**config.mk**
```make
export PLATFORM = sky130hd
export DESIGN_NAME = spoc_cell
export DESIGN_NICKNAME = d
export VERILOG_FILES = /design/src/rtl/spoc_pkg.sv /design/src/rtl/spoc_cell.sv
export SDC_FILE = /design/constraint.sdc
export NUM_CORES = 1
export LEC_CHECK = 0
export ABC_AREA = 1
export BUFFER_PORTS_ARGS = -buffer_cell sky130_fd_sc_hd__buf_2
export CORE_ASPECT_RATIO = 1.25
export CORE_UTILIZATION = 30
export CTS_BUF_LIST = sky130_fd_sc_hd__clkbuf_4
export CTS_CLUSTER_SIZE = 8
export DETAILED_ROUTE_END_ITERATION = 8
export PLACE_DENSITY_LB_ADDON = 0.2
export SETUP_SLACK_MARGIN = 0.3
export SLEW_MARGIN = 15
export SYNTH_ARGS = -nofsm -noshare
export SYNTH_HDL_FRONTEND = slang
export SYNTH_SLANG_ARGS = --single-unit
```
**constraint.sdc**
```tcl
create_clock -name clk -period 3.39 [get_ports clk]
set_clock_uncertainty 0.15 [all_clocks]
set_input_delay 0.1695 -clock clk [delete_from_list [all_inputs] [get_ports clk]]
set_output_delay 0.1695 -clock clk [all_outputs]
set_load 0.01 [all_outputs]
```
**src/rtl/spoc_pkg.sv**
```systemverilog
// ----------------------------------------------------------------------------
// spoc_pkg
// Shared types, constants and key ordering for the sorted pair counter.
// ----------------------------------------------------------------------------
package spoc_pkg;

    localparam int TABLE_DEPTH = 64;
    localparam logic [31:0] COUNT_MAX = 32'hFFFF_FFFF;

    typedef struct packed {
        logic        valid;
        logic [31:0] x;
        logic [31:0] y;
        logic [31:0] cnt;
    } entry_t;

    typedef struct packed {
        logic add;
        logic hit;
        logic full;
        logic pop;
    } cell_ctl_t;

    typedef enum logic [1:0] {
        ST_RUN,
        ST_EMIT,
        ST_EMPTY
    } state_t;

    // maps a float pattern to an unsigned key with the same order
    function automatic logic [31:0] order_key(input logic [31:0] bits);
        logic [31:0] mag;
        mag = {1'b0, bits[30:0]};
        if (bits[31])
        begin
            order_key = 32'h8000_0000 - mag;
        end
        else
        begin
            order_key = 32'h8000_0000 + mag;
        end
    endfunction

endpackage

```
**src/rtl/spoc_cell.sv**
```systemverilog
// ----------------------------------------------------------------------------
// spoc_cell
// One table slot: compares the incoming point, counts, inserts or shifts.
// ----------------------------------------------------------------------------
module spoc_cell (
    input  logic               clk,
    input  logic               rst_n,
    input  spoc_pkg::cell_ctl_t ctl,
    input  logic [31:0]        pt_x,
    input  logic [31:0]        pt_y,
    input  logic               lt_prev,
    input  spoc_pkg::entry_t   left,
    input  spoc_pkg::entry_t   right,
    output logic               lt,
    output logic               eq,
    output spoc_pkg::entry_t   ent
);

    spoc_pkg::entry_t ent_reg;
    spoc_pkg::entry_t ent_next;
    logic [31:0] kpx, kpy, kex, key;

    always_comb
    begin
        kpx = spoc_pkg::order_key(pt_x);
        kpy = spoc_pkg::order_key(pt_y);
        kex = spoc_pkg::order_key(ent_reg.x);
        key = spoc_pkg::order_key(ent_reg.y);
        eq  = ent_reg.valid && (kpx == kex) && (kpy == key);
        lt  = !ent_reg.valid || (kpx < kex) || ((kpx == kex) && (kpy < key));
    end

    always_comb
    begin
        ent_next = ent_reg;
        if (ctl.pop)
        begin
            ent_next = right;
        end
        else if (ctl.add && ctl.hit)
        begin
            if (eq && (ent_reg.cnt != spoc_pkg::COUNT_MAX))
            begin
                ent_next.cnt = ent_reg.cnt + 32'd1;
            end
        end
        else if (ctl.add && !ctl.full)
        begin
            if (lt_prev)
            begin
                ent_next = left;
            end
            else if (lt)
            begin
                ent_next.valid = 1'b1;
                ent_next.x     = pt_x;
                ent_next.y     = pt_y;
                ent_next.cnt   = 32'd1;
            end
        end
    end

    always_ff @(posedge clk or negedge rst_n)
    begin
        if (!rst_n)
        begin
            ent_reg <= '0;
        end
        else
        begin
            ent_reg <= ent_next;
        end
    end

    assign ent = ent_reg;

endmodule

```
# --- Word level (Yosys, flattened, before mapping) ---
# Index checks and enable logic that the tools add are counted.
totals:
  reg_bits: 97
  latchBits: 0
  mem_bits_rw: 0
  rom_bits: 0
  in_bits: 265
  output_inout_bits: 99
  elab_cells: 47
  n_memories: 0
op_classes:
  add_sub_neg: 9
  mul: 0
  div_mod_pow: 0
  magnitude_cmp: 2
  n_eq_ne: 5
  shifts: 0
  n_mux: 11
  bitwise: 0
  n_reduce_logical: 16
op_table:
  columns: ["operator", "n"]
  rows:
  - ["97-bit 2-to-1 mux", 4]
  - ["32-bit 2-to-1 mux", 6]
  - ["32-bit by 31-bit adder with 32-bit output (first input constant)", 4]
  - ["32-bit by 31-bit subtractor with 32-bit output (first input constant)", 4]
  - ["65-bit 2-to-1 mux", 1]
  - ["32-bit equality test", 2]
  - ["32-bit < comparator", 2]
  - ["32-bit by 1-bit adder with 32-bit output (second input constant)", 1]
  - ["32-bit inequality test (second input constant)", 1]
  - ["1-bit logical AND", 6]
  - ["3-bit AND reduction", 2]
  - ["3-bit nonzero test", 2]
  - ["4-bit nonzero test", 1]
  - ["3-bit by 2-bit inequality test with 1-bit output (second input constant)", 1]
  - ["1-bit logical NOT", 2]
  - ["1-bit logical OR", 2]
  - ["2-bit inequality test (second input constant)", 1]
  - ["2-bit nonzero test", 1]

# --- Longest topological paths before layout ---
# Gate-level depths: netlist of run 1.
logic_depth:
  depth_word: 10
  ltp_mapped: 27
  depth_no_buf: 25

# --- Worst setup path after synthesis of run 1 ---
# OpenSTA, ideal clock, no wires.
synth_path:
  kind: "register -> register"
  from: "reg ent_reg, in the netlist ent[32]"
  to: "reg ent_reg, in the netlist ent[2]"
  setup_time_ns: 0.117
  arrival_time_ns: 3.209
  required_time_ns: 3.123
  slack_ns: -0.087
  path_stages_with_launch: 24
  n_path_buf: 1
  period_less_slack_ns: 3.477
  cell_sequence: "dfrtp_1 inv_1 ha_1 inv_1 nor2_1 nand3_1 nor2_1 a31oi_1 nor2_1 o21ai_0 xnor2_1 ha_1 nand2_1 nor2_1 nand4_1 nor2_2 inv_1 nor2_1 nand4_1 a21oi_4 nand2_4 buf_6 nand2_1 nand2_1"
synth_between:
  elab_chain_cells: 7
  elab_cells_between_ends: 12
  cone_classes: "2 x add/sub; 1 x order compare; 2 x eq/ne; 1 x mux; 6 x reduce/logical"
synth_rtl:
  columns: ["item", "line", "rtl"]
  rows:
  - ["start: declaration", "spoc_cell.sv:19", "spoc_pkg::entry_t ent_reg;"]
  - ["start signal: assignment", "spoc_cell.sv:71", "ent_reg <= ent_next;"]
  - ["32-bit by 31-bit adder with 32-bit output or 32-bit by 31-bit subtractor with 32-bit output (tied branches)", "spoc_pkg.sv:40, spoc_pkg.sv:36", null]
  - ["32-bit 2-to-1 mux (*)", "spoc_pkg.sv:34", "if (bits[31])"]
  - ["32-bit < comparator or 32-bit equality test (tied branches)", "spoc_cell.sv:30, spoc_cell.sv:29", null]
  - ["1-bit logical AND (on tied branches)", "spoc_cell.sv:30, spoc_cell.sv:29", null]
  - ["1-bit logical OR or 1-bit logical AND (tied branches)", "spoc_cell.sv:30, spoc_cell.sv:42", null]
  - ["4-bit nonzero test (no line) or 3-bit by 2-bit inequality test with 1-bit output (tied branches)", null, null]
  - ["3-bit AND reduction (no line) (*)", null, null]
# Every way passes the cells marked *; elsewhere a longest branch is shown, timed or not.
# A chain may end at the register's enable or synchronous reset.

# --- Worst setup path in the final report of run 1 ---
layout_path:
  from: "reg ent_reg, in the netlist ent[32]"
  to: "out eq"
layout_between:
  elab_chain_cells: 4
  elab_cells_between_ends: 5
  cone_classes: "2 x add/sub; 1 x eq/ne; 1 x mux; 1 x reduce/logical"
layout_rtl:
  columns: ["item", "line", "rtl"]
  rows:
  - ["32-bit by 31-bit adder with 32-bit output or 32-bit by 31-bit subtractor with 32-bit output (tied branches)", "spoc_pkg.sv:40, spoc_pkg.sv:36", null]
  - ["32-bit 2-to-1 mux (*)", "spoc_pkg.sv:34", null]
  - ["32-bit equality test (*)", "spoc_cell.sv:29", "eq = ent_reg.valid && (kpx == kex) && (kpy == key);"]
  - ["1-bit logical AND (*)", "spoc_cell.sv:29", null]
  - ["end: declaration", "spoc_cell.sv:15", "output logic eq,"]
# Marked as above.

==> results of run 1 <==
cells in the mapped netlist, types with 23 or more instances:
library cell    n
clkbuf_1       46
inv_1         192
ha_1           69
xor2_1        107
o21ai_1        25
dfrtp_1        97
nand4_1        41
nand3_1        79
o211ai_1       55
a21oi_1       101
xnor2_1        23
nand2_1       429
nor2_1        193
nor3_1         28
o21ai_0       135
layout make-up:
cell class | count | area (sq um) | area share, %
Sequential cell | 97 | 2430 | 12.8
Timing Repair Buffer | 871 | 6640 | 35.1
Clock inverter | 6 | 65.1 | 0.344
Tap cell | 480 | 601 | 3.17
Clock buffer | 10 | 75.1 | 0.397
Inverter | 197 | 744 | 3.93
Antenna cell | 6 | 15.0 | 0.0793
Multi-Input combinational cell | 1386 | 8360 | 44.2
layer usage:
| layer | global-route usage [%] | vias to the layer above | share of wire (%) |
|---|---|---|---|
| li1 | - | 7450 | - |
| met2 | 47.3 | 503 | 52 |
| met1 | 30.4 | 7196 | 40 |
| met3 | 2.81 | 77 | 5.2 |
| met5 | 0 | - | 0.015 |
| met4 | 8.78 | 2 | 2.5 |
per-stage QoR:
step                      hold WS (ps)  instances  power (uW)  cell area [sq um]
after floorplan                   -276       1751        3790              11300
after global placement             110       2776        5380              15300
after detailed placement           107       2776        5430              15300
after CTS                          282       3017        6670              18100
after global routing               336       3051        7600              18900
final                              311       3053        7040              18900
timing repair:
action | 4_1_cts | 5_1_grt
buffers inserted | 17 | 17
gates resized for setup | 53 | 129
hold buffers | 199 | 0
hold endpoints to repair | 142 | 0
gates cloned | 9 | 13
endpoints found under the setup margin | 99 | 99
pin swaps | 25 | 27
report_power, final:
group,internal [uW],switching [uW],total [uW]
registers,1380,328,1710
clock network,235,508,743
logic,2200,2390,4590
total,3810,3230,7040
kinds of logic after synthesis:
| kind of cell | after synthesis | synth area share (%) |
|---|---|---|
| DFF | 97 | 21.7 |
| AOI/OAI and AO/OA | 373 | 19.5 |
| buffers and inverters | 273 | 10.4 |
| xor gates and xnor gates | 130 | 10.2 |
| and+or+nand+nor | 809 | 30.6 |
| adders and majority gates | 69 | 7.72 |
worst max-delay path, cell delays in order (launching register included):
cell and delay [ps]:
dfrtp_1 430, inv_2 70, nand3_2 80, nor2_1 90, nand2_1 80, nor3_2 170
nand4_1 160, nor2_1 160, nand2_1 100, nand2_2 100, nand3_2 70, nand2_2 70
nand2_2 80, ha_4 290, nand2_2 50, nor2_1 100, nand4_1 160, nor2_2 180
buf_4 130, nand4_1 100, nor3_2 130, buf_4 160
how the worst max path moves through the flow:
stage	from	to	slack, ps	depth (start not counted)
final	ent[32]$_DFFE_PN0P_	eq	-480	21
after global routing	ent[64]$_DFFE_PN0P_	lt	-720	22
after CTS	ent[64]$_DFFE_PN0P_	lt	-590	21
after detailed placement	pt_y[1]	ent[29]$_DFFE_PN0P_	-490	22
after global placement	pt_y[0]	ent[58]$_DFFE_PN0P_	-460	23
after floorplan	ent[32]$_DFFE_PN0P_	ent[2]$_DFFE_PN0P_	3	24
==> flow_summary.yaml, run 1 <==
cts:
  clock_latency_ps: 580
  clockBufferDepth: 2
  cts_max_level: 3
  cts_tree: "yes"
  clockRootBuffer: "clkbuf_4"
  clkTransAtPathRegs_ps: 200
  clkSinkCount: 97
  numCtsBuffers: 9
die:
  core_area_sq_um: 36500
  num_rows: 78
  fp.dieH_microns: 218
  io-pin-count: 364
  start_util_pct: 30.7
  dieArea_sq_um: 38100
  dieWidth_microns: 175
yosys:
  synth_async_sr_flop_share_pct: 100
  synth_area_sq_um: 11200
  yosysWarnings: 0
  ys_ff_latch: 97
  yosys.area.top_type_share_pct: 21.7
  synth.distinct_cells: 42
  synth_edf_count: 0
  synth_largest_area_cell: "dfrtp_1"
  synthTopCellsByArea: "dfrtp_1 (22%), nand2_1 (14%), xor2_1 (8.4%), ha_1 (7.7%), nor2_1 (6.5%)"
  avgSynthCellArea_sq_um: 6.39
  syn-num-nets: 2085
  synthesis.instances: 1751
  synth_seq_area_share_pct: 21.7
  ys.flop_type: "dfrtp_1"
global_routing:
  overflow: 0
  grt_pass1_wl_microns: 76700
  grt_usage_pct: 25.6
  grt_max_degree: 106
  grt_pass1_vias: 14657
  antenna_found_initial: 4
cells_and_area:
  nFillCells: 3717
  largest_reg_flops: 97
  drive_above_1_share_pct: 34.7
  fin_nets: 2896
  area_delta_synth_final_pct: 69.2
  mostFrequentLayoutCell: "buf_2"
  final_cell_mix: "buf_2 (359), nand2_1 (354), buf_4 (271)"
  final_util_pct: 51.9
critical_path:
  critical_path_class: "reg2out"
  required_ps: 3070
  r2r_slack_ps: -450
  start_kind: "flip-flop"
  cp-end-kind: "output pin"
  regToRegEndpoint: "ent[47]$_DFFE_PN0P_"
  path_max_fanout: 4
  worstReg2RegStart: "ent[64]$_DFFE_PN0P_"
  ff2ff_path_depth: 27
  critPathArrivalTime_ps: 3550
detailed_routing:
  drt_iter0_markers: 838
  dr.pass1.iters: 5
  wl_per_cell_microns: 16.9
  antenna_left: 0
  drcViolationCount: 0
  wl_microns: 51700
  viasPerCell: 4.99
  vias: 15228
hold_path:
  worstHoldStart: "ctl[1]"
  min_path_type: "in2reg"
  whs_path_depth: 7
  min_to: "ent[31]$_DFFE_PN0P_"
sta:
  tns_ps: -39000
  tightest_slew_ps: 703
  slew_viol_final: 0
  rsz0062_at_grt: "true"
  timing.fmax_ghz: 0.259
  finalHoldViolCount: 0
  setup_violations: 99
  fin_crit_sh_pct: 114
  period_minus_slack_ps: 3870
  slew_headroom_pct: 53.0
  setup_slack_ps: -477
run_status:
  violations: "negative setup slack"
  status: "finished with violations"
run:
  maxCapViolCount: 0
power_and_ir_drop:
  vdd_drop_max_v: 0.000191
  power.density_nw_per_um2: 372
  leakagePower_uw: 0.00949
placement:
  place_congestion: 0.934
  pre_cts_slack_ps: -495
  port_buffers: 363
  post-dp-hpwl_microns: 37000
Note: power is estimated with default switching activity, not from simulation.
==> run 2, diff against run 1 <==
==> constraint.sdc (replaced) <==
create_clock -name clk -period 3.12 [get_ports clk]
set_clock_uncertainty 0.15 [all_clocks]
set_input_delay 0.156 -clock clk [delete_from_list [all_inputs] [get_ports clk]]
set_output_delay 0.156 -clock clk [all_outputs]
set_load 0.01 [all_outputs]
==> run 2 against run 1 <==
The run still ends with negative setup slack left. Hold slack worse by 270 ps. Clock-buffer cell count fell by 1. Design area increased by 4.7%. Flip-flop and latch count unchanged. Core utilization is 2.4 points higher. Cell count rose by 2.2%. Sequential share of layout area decreased by 0.56 points. Non-clock buffer count grew 72. Global-route usage increased by 0.82 points. Clock power is 4.8% higher. First-iteration DRC count increased by 9.7%.
==> flow_summary.yaml, run 2 (same netlist as run 1, synthesis figures left out) <==
die:
  num_rows: 78
  start_util_pct: 30.7
  dieWidth_microns: 175
  core_area_sq_um: 36500
  dieArea_sq_um: 38100
  fp.dieH_microns: 218
  io-pin-count: 364
sta:
  tns_ps: -76850
  rsz0062_at_grt: "true"
  fin_crit_sh_pct: 128
  setup_slack_ps: -871
  slew_viol_final: 0
  tightest_slew_ps: 871
  timing.fmax_ghz: 0.251
  setup_violations: 99
  period_minus_slack_ps: 3990
  finalHoldViolCount: 0
  slew_headroom_pct: 42.0
placement:
  post-dp-hpwl_microns: 38300
  port_buffers: 363
  dp.cells: 2831
  place_congestion: 0.930
detailed_routing:
  antenna_left: 0
  wl_per_cell_microns: 17.0
  wl_microns: 53000
  viasPerCell: 4.95
  drt_iter0_markers: 919
  dr.pass1.iters: 5
  vias: 15434
  drcViolationCount: 0
cts:
  clockBufferDepth: 2
  clkTransAtPathRegs_ps: 200
  clock_latency_ps: 580
  clkSinkCount: 97
  cts_max_level: 3
  clockRootBuffer: "clkbuf_4"
  numCtsBuffers: 9
  cts_tree: "yes"
cells_and_area:
  final_cell_mix: "buf_2 (359), nand2_1 (358), buf_4 (325)"
  seq_area_sq_um: 2430
  largest_reg_flops: 97
  drive_above_1_share_pct: 38.2
  nFillCells: 3590
  instances_no_fill: 3121
  fin_nets: 2967
  area_delta_synth_final_pct: 77.1
  multiInputGateArea_sq_um: 8560
  mostFrequentLayoutCell: "buf_2"
critical_path:
  crit_start: "ent[64]$_DFFE_PN0P_"
  path_max_fanout: 5
  path_buf_inv: 7
  critical_path_class: "reg2reg"
  cp-end-kind: "flip-flop"
  cpMaxStageDelayCell: "dfrtp_1"
  cp_top_family: "simple AND/OR/NAND/NOR gates"
  worstReg2RegStart: "ent[64]$_DFFE_PN0P_"
  start_kind: "flip-flop"
  critPathArrivalTime_ps: 4310
  crit_top_cell: "nand2_2"
  max_stage_delay_ps: 450
  required_ps: 3440
run_status:
  status: "finished with violations"
  violations: "negative setup slack"
global_routing:
  overflow: 0
  grt_pass1_wl_microns: 78700
  grt_usage_pct: 26.4
  antenna_found_initial: 4
  grt_max_degree: 103
  grt_pass1_vias: 15270
power_and_ir_drop:
  power.density_nw_per_um2: 400
  vdd_drop_max_v: 0.000216
  leakagePower_uw: 0.00994
hold_path:
  min_path_type: "in2async"
run:
  maxCapViolCount: 0
[run 2: cell count changes in the layout (fill, tap and decap cells not counted), moves of 3 or more]
cell     before  now
buf_16        6   11
buf_4       271  325
buf_6        14   23
buf_8         1    5
diode_2       6    3
nand2_1     354  358
nand2_2      64   57
nand3_1      71   44
nand3_2       8   33
nor2_1      178  174
nor2_4        6    9
o21ai_0      99  102
o21ai_1      36   14
o21ai_2      41   60
[run 2: final cells by class]
cell class / count / share of cell area (%)
diodes: 3 / 0.0379
clock buffers: 9 / 0.341
clock inverters: 7 / 0.335
inverters: 197 / 3.74
multi-input cells: 1385 / 43.2
flip-flops and latches: 97 / 12.3
well taps: 480 / 3.03
repair buffers: 943 / 37.0
[run 2: routing by layer]
| metal | wire length (microns) | vias up | track usage, % | share of wire [%] |
|---|---|---|---|---|
| met2 | 26600 | 535 | 47.1 | 50 |
| met3 | 2700 | 120 | 3.64 | 5.1 |
| met1 | 21500 | 7193 | 30.8 | 41 |
| li1 | - | 7584 | - | - |
| met5 | 13 | - | 0 | 0.025 |
| met4 | 2200 | 2 | 12.9 | 4.2 |
[run 2: final timing paths]
kind	to	slack, ps	depth (start not counted)
worst max-delay path	ent[83]$_DFFE_PN0P_	-870	28
worst min register to register	ent[94]$_DFFE_PN0P_	420	2
max in group asynchronous	ent[61]$_DFFE_PN0P_	1960	3
worst min-delay path	ent[13]$_DFFE_PN0P_	40	2
worst max register to register	ent[83]$_DFFE_PN0P_	-870	28
min in group clk	ent[14]$_DFFE_PN0P_	250	6
[run 2: power breakdown]
group	internal [uW]	switching [uW]
Sequential	1500	328
Clock	186	593
Combinational	2600	2720
Total	4290	3640
[run 2: per-stage QoR]
stage | util, % | hold slack [ps] | area, sq um | setup WS (ps) | total power (uW)
after floorplan | - | -290 | 11300 | -267 | 4120
after global placement | 43.0 | 161 | 15700 | -913 | 6010
after detailed placement | 43.0 | 170 | 15700 | -919 | 6060
after CTS | 51.2 | 15.9 | 18700 | -918 | 7440
after global routing | 54.3 | 96.4 | 19800 | -1150 | 8550
final | 54.3 | 44.7 | 19800 | -871 | 7930
[run 2: repair_timing]
action	in CTS	in global routing
resized for setup	105	150
hold buffers	199	0
endpoints found under the hold margin	155	0
gates cloned	11	16
buffers inserted	23	22
pin swaps	28	43
endpoints found under the setup margin	99	99
